`config.mk`:
```
export PLATFORM = sky130hd
export DESIGN_NAME = signed_divider_regs_top
export DESIGN_NICKNAME = d
export VERILOG_FILES = /design/src/rtl/core/sdr_pkg.sv /design/src/rtl/core/signed_divider_regs_top.sv /design/src/rtl/core/sdr_dp.sv /design/src/rtl/core/sdr_ctrl.sv
export SDC_FILE = /design/constraint.sdc
export NUM_CORES = 2
export LEC_CHECK = 0
export ABC_AREA = 1
export BUFFER_PORTS_ARGS = -buffer_cell sky130_fd_sc_hd__buf_2
export CORE_MARGIN = 2
export CORE_UTILIZATION = 40
export CTS_CLUSTER_SIZE = 12
export DETAILED_ROUTE_END_ITERATION = 6
export PLACE_DENSITY = 0.59
export SLEW_MARGIN = 15
export SYNTH_ARGS = -nofsm -noshare
export SYNTH_HDL_FRONTEND = slang
export SYNTH_SLANG_ARGS = --single-unit
export TNS_END_PERCENT = 20
```
`constraint.sdc`:
```
create_clock -name i_clk -period 7.21 [get_ports i_clk]
set_input_delay 0.721 -clock i_clk [delete_from_list [all_inputs] [get_ports i_clk]]
set_output_delay 0.721 -clock i_clk [all_outputs]
set_load 0.03 [all_outputs]
```
`src/rtl/core/sdr_pkg.sv`:
```
// shared types and constants for the signed divider register block
// used by sdr_dp, sdr_ctrl and signed_divider_regs_top; no dependencies
`timescale 1ns / 1ps

package sdr_pkg;

    localparam int WORD_W   = 32;
    localparam int DATA_W   = 64;
    localparam int MODE_W   = 2;
    localparam int OP_W     = 3;
    localparam int CNT_W    = $clog2(DATA_W);
    localparam int IN_W     = 2 * WORD_W;
    localparam int RES_W    = 2 * DATA_W + 1 + MODE_W;
    localparam int OUT_W    = ((RES_W + 7) / 8) * 8;

    localparam logic [DATA_W-1:0] SIGN64     = {1'b1, {(DATA_W-1){1'b0}}};
    localparam logic [DATA_W-1:0] UPPER_MASK = {{WORD_W{1'b1}}, {WORD_W{1'b0}}};
    localparam logic [DATA_W-1:0] MIN32_SEXT = {{(WORD_W+1){1'b1}}, {(WORD_W-1){1'b0}}};
    localparam logic [DATA_W-1:0] ALL_ONES   = {DATA_W{1'b1}};
    localparam logic [DATA_W-1:0] ONE64      = {{(DATA_W-1){1'b0}}, 1'b1};
    localparam logic [CNT_W-1:0]  LAST_STEP  = {CNT_W{1'b1}};

    typedef enum logic [OP_W-1:0] {
        OP_MODE    = 3'd0,
        OP_NUM_LO  = 3'd1,
        OP_NUM_HI  = 3'd2,
        OP_DEN_LO  = 3'd3,
        OP_DEN_HI  = 3'd4
    } t_opcode;

    typedef enum logic [MODE_W-1:0] {
        MODE_32    = 2'd0,
        MODE_64_32 = 2'd1,
        MODE_64_64 = 2'd2,
        MODE_64_32B = 2'd3
    } t_mode;

    // controller to datapath
    typedef struct packed {
        logic write;
        logic setup;
        logic iter;
        logic fix;
        logic load;
    } t_cmd;

    // datapath to controller
    typedef struct packed {
        logic recalc;
        logic special;
        logic last;
    } t_sts;

endpackage

```
`src/rtl/core/signed_divider_regs_top.sv`:
```
// top level of the register-mapped signed divider
// depends on sdr_pkg, sdr_ctrl and sdr_dp
`timescale 1ns / 1ps

// Each request is one masked write to the mode, numerator or denominator word; opcodes
// above the denominator high word write nothing. After a write the 64-bit quotient and
// remainder are recomputed and one result is returned carrying quotient, remainder,
// the zero-denominator flag and the mode. A full division passes through a setup step,
// 64 steps of the one-bit-per-cycle restoring divide loop, a sign fix step and the load
// of the result register. Division by zero and the minimum-by-minus-one overflow skip
// the loop and the sign fix and go from setup straight to the result load, as an unused
// opcode does. One request is in flight at a time; the next is taken once the previous
// result has reached the output register, even if it has not been taken yet.
module signed_divider_regs_top
    import sdr_pkg::*;
(
    input  logic                i_clk,
    input  logic                i_rst_n,
    input  logic                s_axis_tvalid,
    output logic                s_axis_tready,
    input  logic [IN_W-1:0]     s_axis_tdata,   // write_mask[31:0], write_data[63:32]
    input  logic [OP_W-1:0]     s_axis_tuser,   // opcode[2:0]
    output logic                m_axis_tvalid,
    input  logic                m_axis_tready,
    output logic [OUT_W-1:0]    m_axis_tdata    // quotient[63:0], remainder[127:64],
                                                // div_by_zero[128], mode_out[130:129]
);

    t_cmd cmd;
    t_sts sts;

    sdr_ctrl u_ctrl (
        .i_clk       (i_clk),
        .i_rst_n     (i_rst_n),
        .i_in_valid  (s_axis_tvalid),
        .o_in_ready  (s_axis_tready),
        .o_out_valid (m_axis_tvalid),
        .i_out_ready (m_axis_tready),
        .o_cmd       (cmd),
        .i_sts       (sts)
    );

    sdr_dp u_dp (
        .i_clk    (i_clk),
        .i_rst_n  (i_rst_n),
        .i_cmd    (cmd),
        .o_sts    (sts),
        .i_opcode (s_axis_tuser),
        .i_mask   (s_axis_tdata[WORD_W-1:0]),
        .i_data   (s_axis_tdata[IN_W-1:WORD_W]),
        .o_result (m_axis_tdata)
    );

endmodule

```
`src/rtl/core/sdr_dp.sv`:
```
// datapath: operand registers, special-case decode and radix-2 restoring divider
// depends on sdr_pkg; driven by sdr_ctrl commands
`timescale 1ns / 1ps

module sdr_dp
    import sdr_pkg::*;
(
    input  logic                i_clk,
    input  logic                i_rst_n,
    input  t_cmd                i_cmd,
    output t_sts                o_sts,
    input  logic [OP_W-1:0]     i_opcode,
    input  logic [WORD_W-1:0]   i_mask,
    input  logic [WORD_W-1:0]   i_data,
    output logic [OUT_W-1:0]    o_result
);

    logic [MODE_W-1:0]  r_mode;
    logic [DATA_W-1:0]  r_num;
    logic [DATA_W-1:0]  r_den;
    logic [DATA_W-1:0]  r_quot;
    logic [DATA_W-1:0]  r_rem;
    logic               r_zero;
    logic               r_recalc;

    logic [DATA_W-1:0]  r_acc;
    logic [DATA_W-1:0]  r_quo;
    logic [DATA_W-1:0]  r_dvs;
    logic [CNT_W-1:0]   r_cnt;
    logic               r_qneg;
    logic               r_rneg;
    logic [OUT_W-1:0]   r_out;

    logic [DATA_W-1:0]  n_val;
    logic [DATA_W-1:0]  d_val;
    logic               n_neg;
    logic               d_neg;
    logic               sp_ovf;
    logic               sp_zero;
    logic [DATA_W-1:0]  sp_quot;
    logic [DATA_W-1:0]  sp_rem;
    logic [DATA_W:0]    trial;
    logic               op_ok;

    always_comb begin
        case (t_opcode'(i_opcode))
            OP_MODE, OP_NUM_LO, OP_NUM_HI, OP_DEN_LO, OP_DEN_HI: op_ok = 1'b1;
            default: op_ok = 1'b0;
        endcase
    end

    // operands as the current mode sees them
    always_comb begin
        if (t_mode'(r_mode) == MODE_32) begin
            n_val = {{WORD_W{r_num[WORD_W-1]}}, r_num[WORD_W-1:0]};
            d_val = {{WORD_W{r_den[WORD_W-1]}}, r_den[WORD_W-1:0]};
        end else if (t_mode'(r_mode) == MODE_64_64) begin
            n_val = r_num;
            d_val = r_den;
        end else begin
            n_val = r_num;
            d_val = {{WORD_W{r_den[WORD_W-1]}}, r_den[WORD_W-1:0]};
        end
        n_neg = n_val[DATA_W-1];
        d_neg = d_val[DATA_W-1];
    end

    always_comb begin
        if (t_mode'(r_mode) == MODE_32) begin
            sp_ovf  = (n_val == MIN32_SEXT) && (d_val == ALL_ONES);
            sp_quot = sp_ovf ? (n_val ^ UPPER_MASK)
                             : ((n_neg ? ONE64 : ALL_ONES) ^ UPPER_MASK);
        end else begin
            sp_ovf  = (n_val == SIGN64) && (d_val == ALL_ONES);
            sp_quot = sp_ovf ? n_val : (n_neg ? ONE64 : ALL_ONES);
        end
        sp_zero = (d_val == '0);
        sp_rem  = sp_ovf ? '0 : n_val;
    end

    assign trial = {r_acc, r_quo[DATA_W-1]} - {1'b0, r_dvs};

    // architectural registers
    always_ff @(posedge i_clk) begin
        if (!i_rst_n) begin
            r_mode   <= '0;
            r_num    <= '0;
            r_den    <= '0;
            r_quot   <= '0;
            r_rem    <= '0;
            r_zero   <= 1'b0;
            r_recalc <= 1'b0;
        end else begin
            if (i_cmd.write) begin
                r_recalc <= op_ok;
                case (t_opcode'(i_opcode))
                    OP_MODE:   r_mode <= (r_mode & ~i_mask[MODE_W-1:0])
                                       | (i_data[MODE_W-1:0] & i_mask[MODE_W-1:0]);
                    OP_NUM_LO: r_num[WORD_W-1:0] <= (r_num[WORD_W-1:0] & ~i_mask)
                                                  | (i_data & i_mask);
                    OP_NUM_HI: r_num[DATA_W-1:WORD_W] <= (r_num[DATA_W-1:WORD_W] & ~i_mask)
                                                       | (i_data & i_mask);
                    OP_DEN_LO: r_den[WORD_W-1:0] <= (r_den[WORD_W-1:0] & ~i_mask)
                                                  | (i_data & i_mask);
                    OP_DEN_HI: r_den[DATA_W-1:WORD_W] <= (r_den[DATA_W-1:WORD_W] & ~i_mask)
                                                       | (i_data & i_mask);
                    default: ;
                endcase
            end
            if (i_cmd.setup && r_recalc) begin
                r_zero <= (r_den == '0);
                if (sp_ovf || sp_zero) begin
                    r_quot <= sp_quot;
                    r_rem  <= sp_rem;
                end
            end
            if (i_cmd.fix) begin
                r_quot <= r_qneg ? (DATA_W'(0) - r_quo) : r_quo;
                r_rem  <= r_rneg ? (DATA_W'(0) - r_acc) : r_acc;
            end
        end
    end

    // divider working registers
    always_ff @(posedge i_clk) begin
        if (i_cmd.setup) begin
            r_acc  <= '0;
            r_quo  <= n_neg ? (DATA_W'(0) - n_val) : n_val;
            r_dvs  <= d_neg ? (DATA_W'(0) - d_val) : d_val;
            r_qneg <= n_neg ^ d_neg;
            r_rneg <= n_neg;
        end else if (i_cmd.iter) begin
            if (!trial[DATA_W]) begin
                r_acc <= trial[DATA_W-1:0];
                r_quo <= {r_quo[DATA_W-2:0], 1'b1};
            end else begin
                r_acc <= {r_acc[DATA_W-2:0], r_quo[DATA_W-1]};
                r_quo <= {r_quo[DATA_W-2:0], 1'b0};
            end
        end
    end

    always_ff @(posedge i_clk) begin
        if (!i_rst_n) begin
            r_cnt <= '0;
        end else if (i_cmd.setup) begin
            r_cnt <= '0;
        end else if (i_cmd.iter) begin
            r_cnt <= r_cnt + 1'b1;
        end
    end

    always_ff @(posedge i_clk) begin
        if (i_cmd.load) begin
            r_out <= {{(OUT_W-RES_W){1'b0}}, r_mode, r_zero, r_rem, r_quot};
        end
    end

    assign o_sts.recalc  = r_recalc;
    assign o_sts.special = sp_ovf || sp_zero;
    assign o_sts.last    = (r_cnt == LAST_STEP);
    assign o_result      = r_out;

endmodule

```
`src/rtl/core/sdr_ctrl.sv`:
```
// controller: sequences register write, setup, divide steps, sign fix and result load
// depends on sdr_pkg; commands sdr_dp
`timescale 1ns / 1ps

module sdr_ctrl
    import sdr_pkg::*;
(
    input  logic    i_clk,
    input  logic    i_rst_n,
    input  logic    i_in_valid,
    output logic    o_in_ready,
    output logic    o_out_valid,
    input  logic    i_out_ready,
    output t_cmd    o_cmd,
    input  t_sts    i_sts
);

    typedef enum logic [4:0] {
        S_IDLE  = 5'b00001,
        S_SETUP = 5'b00010,
        S_ITER  = 5'b00100,
        S_FIX   = 5'b01000,
        S_DONE  = 5'b10000
    } t_state;

    t_state r_state;
    t_state n_state;
    logic   r_out_valid;
    logic   n_out_valid;
    logic   accept;
    logic   load;

    assign accept = (r_state == S_IDLE) && i_in_valid;
    // result register is free when empty or being drained
    assign load   = (r_state == S_DONE) && (!r_out_valid || i_out_ready);

    always_comb begin
        n_state = r_state;
        case (r_state)
            S_IDLE:  if (i_in_valid) n_state = S_SETUP;
            S_SETUP: begin
                if (!i_sts.recalc || i_sts.special) begin
                    n_state = S_DONE;
                end else begin
                    n_state = S_ITER;
                end
            end
            S_ITER:  if (i_sts.last) n_state = S_FIX;
            S_FIX:   n_state = S_DONE;
            S_DONE:  if (load) n_state = S_IDLE;
            default: n_state = S_IDLE;
        endcase
    end

    always_comb begin
        n_out_valid = r_out_valid;
        if (load) begin
            n_out_valid = 1'b1;
        end else if (i_out_ready) begin
            n_out_valid = 1'b0;
        end
    end

    always_ff @(posedge i_clk) begin
        if (!i_rst_n) begin
            r_state     <= S_IDLE;
            r_out_valid <= 1'b0;
        end else begin
            r_state     <= n_state;
            r_out_valid <= n_out_valid;
        end
    end

    assign o_cmd.write = accept;
    assign o_cmd.setup = (r_state == S_SETUP);
    assign o_cmd.iter  = (r_state == S_ITER);
    assign o_cmd.fix   = (r_state == S_FIX);
    assign o_cmd.load  = load;
    assign o_in_ready  = (r_state == S_IDLE);
    assign o_out_valid = r_out_valid;

    a_accept_setup: assert property (@(posedge i_clk) disable iff (!i_rst_n)
        accept |=> (r_state == S_SETUP))
        else $error("request not followed by setup");

    a_last_fix: assert property (@(posedge i_clk) disable iff (!i_rst_n)
        (r_state == S_ITER) && i_sts.last |=> (r_state == S_FIX))
        else $error("divide loop did not end after final step");

    a_no_overwrite: assert property (@(posedge i_clk) disable iff (!i_rst_n)
        r_out_valid && !i_out_ready |-> !load)
        else $error("pending result overwritten");

    a_fix_from_iter: assert property (@(posedge i_clk) disable iff (!i_rst_n)
        (r_state == S_FIX) |-> $past(r_state) == S_ITER)
        else $error("sign fix entered without divide loop");

endmodule

```
# Word-level counts from Yosys, hierarchy flattened
# Cells that the tools add are included.
classes:
  add_sub_neg: 6
  eq_ne: 17
  muxes: 31
  bitwise_logic: 18
  reduce_logical: 27
op_table:
  columns: ["cell", "count"]
  rows:
  - ["$mux 64", 20]
  - ["$sub 1x64->64 const A", 4]
  - ["$eq 64x64->1 const B", 3]
  - ["$and 32x32->32", 5]
  - ["$logic_not 64->1", 2]
  - ["$or 32x32->32", 4]
  - ["$not 32->32", 3]
  - ["$sub 65x64->65", 1]
  - ["$mux 63", 1]
  - ["$pmux 5 s5", 1]
  - ["$mux 5", 4]
  - ["$reduce_and 2->1", 6]
  - ["$reduce_bool 2->1", 4]
  - ["$add 6x1->6 const B", 1]
  - ["$eq 3x2->1 const B", 2]
  - ["$eq 6x6->1 const B", 1]
  - ["$eq 5x1->1 const B", 1]
  - ["$eq 5x2->1 const B", 1]
  - ["$eq 5x3->1 const B", 1]
  - ["$eq 5x4->1 const B", 1]
  - ["$eq 5x5->1 const B", 1]
  - ["$logic_and 1x1->1", 5]
  - ["$mux 1", 5]
  - ["$reduce_or 5->1", 1]
  - ["16 further kinds", 21]
word_totals:
  ff_bits: 597
  inputBits: 71
  out_inout_bits: 138
  wordCells: 118

# Longest topological paths before layout
depth:
  ltp_word: 10
  ltp_mapped: 21
  depth_no_buf: 20

# Modules after synthesis
# Synthesis repeated with hierarchy kept, for this count alone.
unflattened:
  cells_unflattened: 5592
  area_unflattened_um2: 37150.6
modules_own_cells:
  columns: ["module", "n_inst", "cells_per_inst", "area_per_inst_um2", "seq_area_each_um2"]
  rows:
  - ["sdr_dp", 1, 5539, 36804.0, 14443.9]
  - ["sdr_ctrl", 1, 53, 346.6, 120.1]

# Worst setup path before layout
# No wires, ideal clock.
synth_timing:
  kind: "input to register"
  start: "input port m_axis_tready"
  end: "register u_dp.r_out[0] (netlist: u_dp.o_result[0]), enable pin"
  setup_ns: 0.623
  t_arrival_ns: 6.186
  required_time_ns: 6.587
  path_slack_ns: 0.401
  path_stages: 2
  path_buffers: 0
  cell_sequence: "nor2_1 nor2_1"
synth_via:
  elab_chain_cells: 2
synth_lines:
  columns: ["element", "line_no", "text"]
  rows:
  - ["start: declaration", "signed_divider_regs_top.sv:24", "input logic m_axis_tready,"]
  - ["$logic_or 1x1->1", "sdr_ctrl.sv:35", "assign load = (r_state == S_DONE) && (!r_out_valid || i_out_ready);"]
  - ["$logic_and 1x1->1", "sdr_ctrl.sv:35", null]
  - ["named net u_ctrl.load", "sdr_ctrl.sv:31", "logic load;"]
  - ["end signal: assignment", "sdr_dp.sv:155", "r_out <= {{(OUT_W-RES_W){1'b0}}, r_mode, r_zero, r_rem, r_quot};"]
  - ["end: declaration", "sdr_dp.sv:32", "logic [OUT_W-1:0] r_out;"]
# The timed path passes the listed nets, and every way through them passes these cells.
# A chain may end at the register's enable or synchronous reset.

==> results.json <==
{
  "viasPerCell": 5.621,
  "cp_max_fo": 66,
  "grt_usage_pct": 33.08,
  "cts_setup_buffers": 0,
  "synthToLayoutAreaGrowth_pct": 11.41,
  "gp_congestion": 1.023,
  "cts_resized": 0,
  "p_per_area_nw_per_um2": 192.2,
  "wl_um": 165500,
  "drcViolationCount": 0,
  "synth_seq_cells": 597,
  "dr.pass1.iters": 6,
  "yosysTopAreaCellShare_pct": 20.65,
  "cp_num_buf_inv": 1,
  "status": "complete, no violations",
  "clk_path_buf_depth": 3,
  "max_stage_delay_ns": 0.65,
  "yosysSeqAreaShare_pct": 38.37,
  "setup_violations": 0,
  "clk_pin_slew_ns": 0.06,
  "drv_slew": 0,
  "cts_tree": "done",
  "ys_top_cells_by_area": "edfxtp_1 (21%), dfxtp_1 (18%), nand2_1 (15%)",
  "max-cap-violations": 0,
  "die_h_um": 312.0,
  "finClkSkew_ns": 0.03519,
  "cp_slowest_cell": "nand2_2",
  "wire_per_inst_um": 23.45,
  "hold_buffers": 0,
  "synth_top_area_cell": "edfxtp_1",
  "synth_common_cells": "nand2_1 (1538), nor2_1 (783), inv_1 (630), o21ai_0 (374), nand3_1 (345)",
  "grt_pass1_vias": 36310,
  "vdd_drop_max_uv": 166.8,
  "synthCells": 5653,
  "min_path_type": "in2reg",
  "vias": 39680,
  "clock_sinks": 597,
  "ys_types": 48,
  "finalHoldViolCount": 0,
  "synth_area_per_cell_um2": 6.714,
  "die_w_um": 312.0,
  "core_area_um2": 93610,
  "r2r-end": "u_dp.r_quot[16]",
  "layout-drive-gt1-share_pct": 6.875,
  "rows": 112,
  "postRouteAntennaNets": 0,
  "design_area_um2": 42280,
  "synth_edf_count": 261,
  "clock-root-buffer": "clkbuf_16",
  "required_ns": 7.76,
  "min_period_ns": 5.129,
  "syn_area_um2": 37950,
  "fin_crit_sh_pct": 71.14,
  "stdcell_count": 7059,
  "grt_setup_unrepaired": "no",
  "p_leak_nw": 19.55,
  "relSlewSlack_pct": 21.58,
  "ys_warn_count": 0,
  "max_freq_ghz": 0.1950,
  "cp-end-kind": "flip-flop",
  "hold_start": "s_axis_tuser[2]",
  "grt_pass1_wl_um": 241600,
  "htree_levels": 3,
  "hold_depth": 2,
  "cp.arrival_ns": 5.68,
  "die_area_um2": 97360,
  "drt_iter0_markers": 5325,
  "clock_latency_ns": 0.67,
  "boundaryPins": 209,
  "critPathKind": "reg2reg",
  "grt_max_degree": 120,
  "synthArstFlopShare_pct": 0,
  "cp_common_cell": "nand2_1",
  "start_util_pct": 40.54,
  "dp.cells": 6928,
  "worstPathCellList": "nand2_1 > nand2_2 > nand2_1 > nor2_1 > nand2_1 > nor2_1 > nand3_1 > inv_1 > nand3_1 > nand3_2 > nand2_4 > nand2_2 > nand2_1 > nand2_1 > nor2_1",
  "critPathLaunchType": "flip-flop",
  "r2r_cells": 15,
  "cts_made_buffers": 72,
  "worstMarginPinSlew_ns": 1.175,
  "rrSetupSlack_ns": 2.08,
  "dp_hpwl_um": 130000,
  "synth.most_common_cell": "nand2_1",
  "dpl_cell_area_um2": 39910,
  "path_delay_family": "simple AND/OR/NAND/NOR gates",
  "layout.nets": 5890,
  "grt_antenna_before_repair": 8,
  "setup_tns_ns": 0,
  "grt_overflow": 0,
  "synth-main-ff-cell": "dfxtp_1",
  "io_buffers": 203,
  "min_to": "u_dp.r_recalc"
}
[where the power goes]
part	total [mW]	switching, mW	internal [mW]
combinational	0.856	0.648	0.208
sequential	3.60	0.0419	3.56
clock	3.67	1.58	2.09
total	8.13	2.27	5.86
[layer usage]
| metal | up-vias | share of wire [%] | global-route usage, % | wire length (um) |
|---|---|---|---|---|
| met3 | 261 | 10 | 6.138 | 16480 |
| li1 | 18660 | - | - | - |
| met2 | 1989 | 42 | 48.85 | 69670 |
| met5 | - | 0.016 | 0 | 27 |
| met1 | 18770 | 44 | 48.07 | 73120 |
| met4 | 4 | 3.8 | 11.66 | 6245 |
[final cells by class]
| type | count | area (um2) |
|---|---|---|
| Fill cell | 10120 | 51330 |
| Multi-Input combinational cell | 4201 | 20100 |
| Antenna cell | 1 | 2.502 |
| Clock buffer | 101 | 2053 |
| Clock inverter | 29 | 319.1 |
| Timing Repair Buffer | 233 | 1260 |
| Inverter | 643 | 2419 |
| Sequential cell | 597 | 14560 |
| Tap cell | 1254 | 1569 |
[cell usage in the layout, fill, tap and decap left out, types with 7 or more instances in the layout]
master        n
nand3_1     345
a31oi_1      14
nand3b_1    141
nand2_2      13
xnor2_1      28
inv_1       628
buf_2       202
clkbuf_16    74
clkbuf_1     17
dfxtp_1     336
nor2_1      781
inv_2        14
edfxtp_1    261
clkinv_2      8
nand4_1      92
or2_2         7
nand2_1    1536
buf_4        29
nor4_1       34
a21oi_1     323
xor2_1      133
o211ai_1      9
nor3_1      211
o21ai_0     374
o21bai_1     14
clkbuf_8     10
ha_1         70
o22ai_1      12
[logic make-up after synthesis]
logic type	share of synthesized area, %
compound gates	10.67
fa+ha+maj	2.360
simple gates	35.98
other cells	0.009881
flops	38.37
xor+xnor	3.715
buf+inv	8.891
[through the flow]
step / hold slack [ns] / utilization [%] / worst slack, ns / total power, mW
after floorplan: 0.3994 / - / 0.4013 / 4.170
after global placement: 0.4016 / 42.63 / 2.360 / 4.506
after detailed placement: 0.4050 / 42.63 / 2.193 / 4.496
after CTS: 0.3020 / 45.17 / 2.195 / 8.143
after global routing: 0.3341 / 45.17 / 1.680 / 8.364
final: 0.3330 / 45.17 / 2.081 / 8.128
[worst max-delay path by stage]
stage,start,endpoint,slack (ns),depth (start not counted)
after global placement,flip-flop,u_dp.r_quot[23],2.36,15
after CTS,flip-flop,u_dp.r_quot[2],2.20,15
after global routing,flip-flop,u_dp.r_quot[23],1.68,15
final,flip-flop,u_dp.r_quot[16],2.08,15
after detailed placement,flip-flop,u_dp.r_quot[2],2.19,15
after floorplan,m_axis_tready,u_dp.o_result[0],0.40,2
No activity file was read; power rests on OpenSTA's default activity.
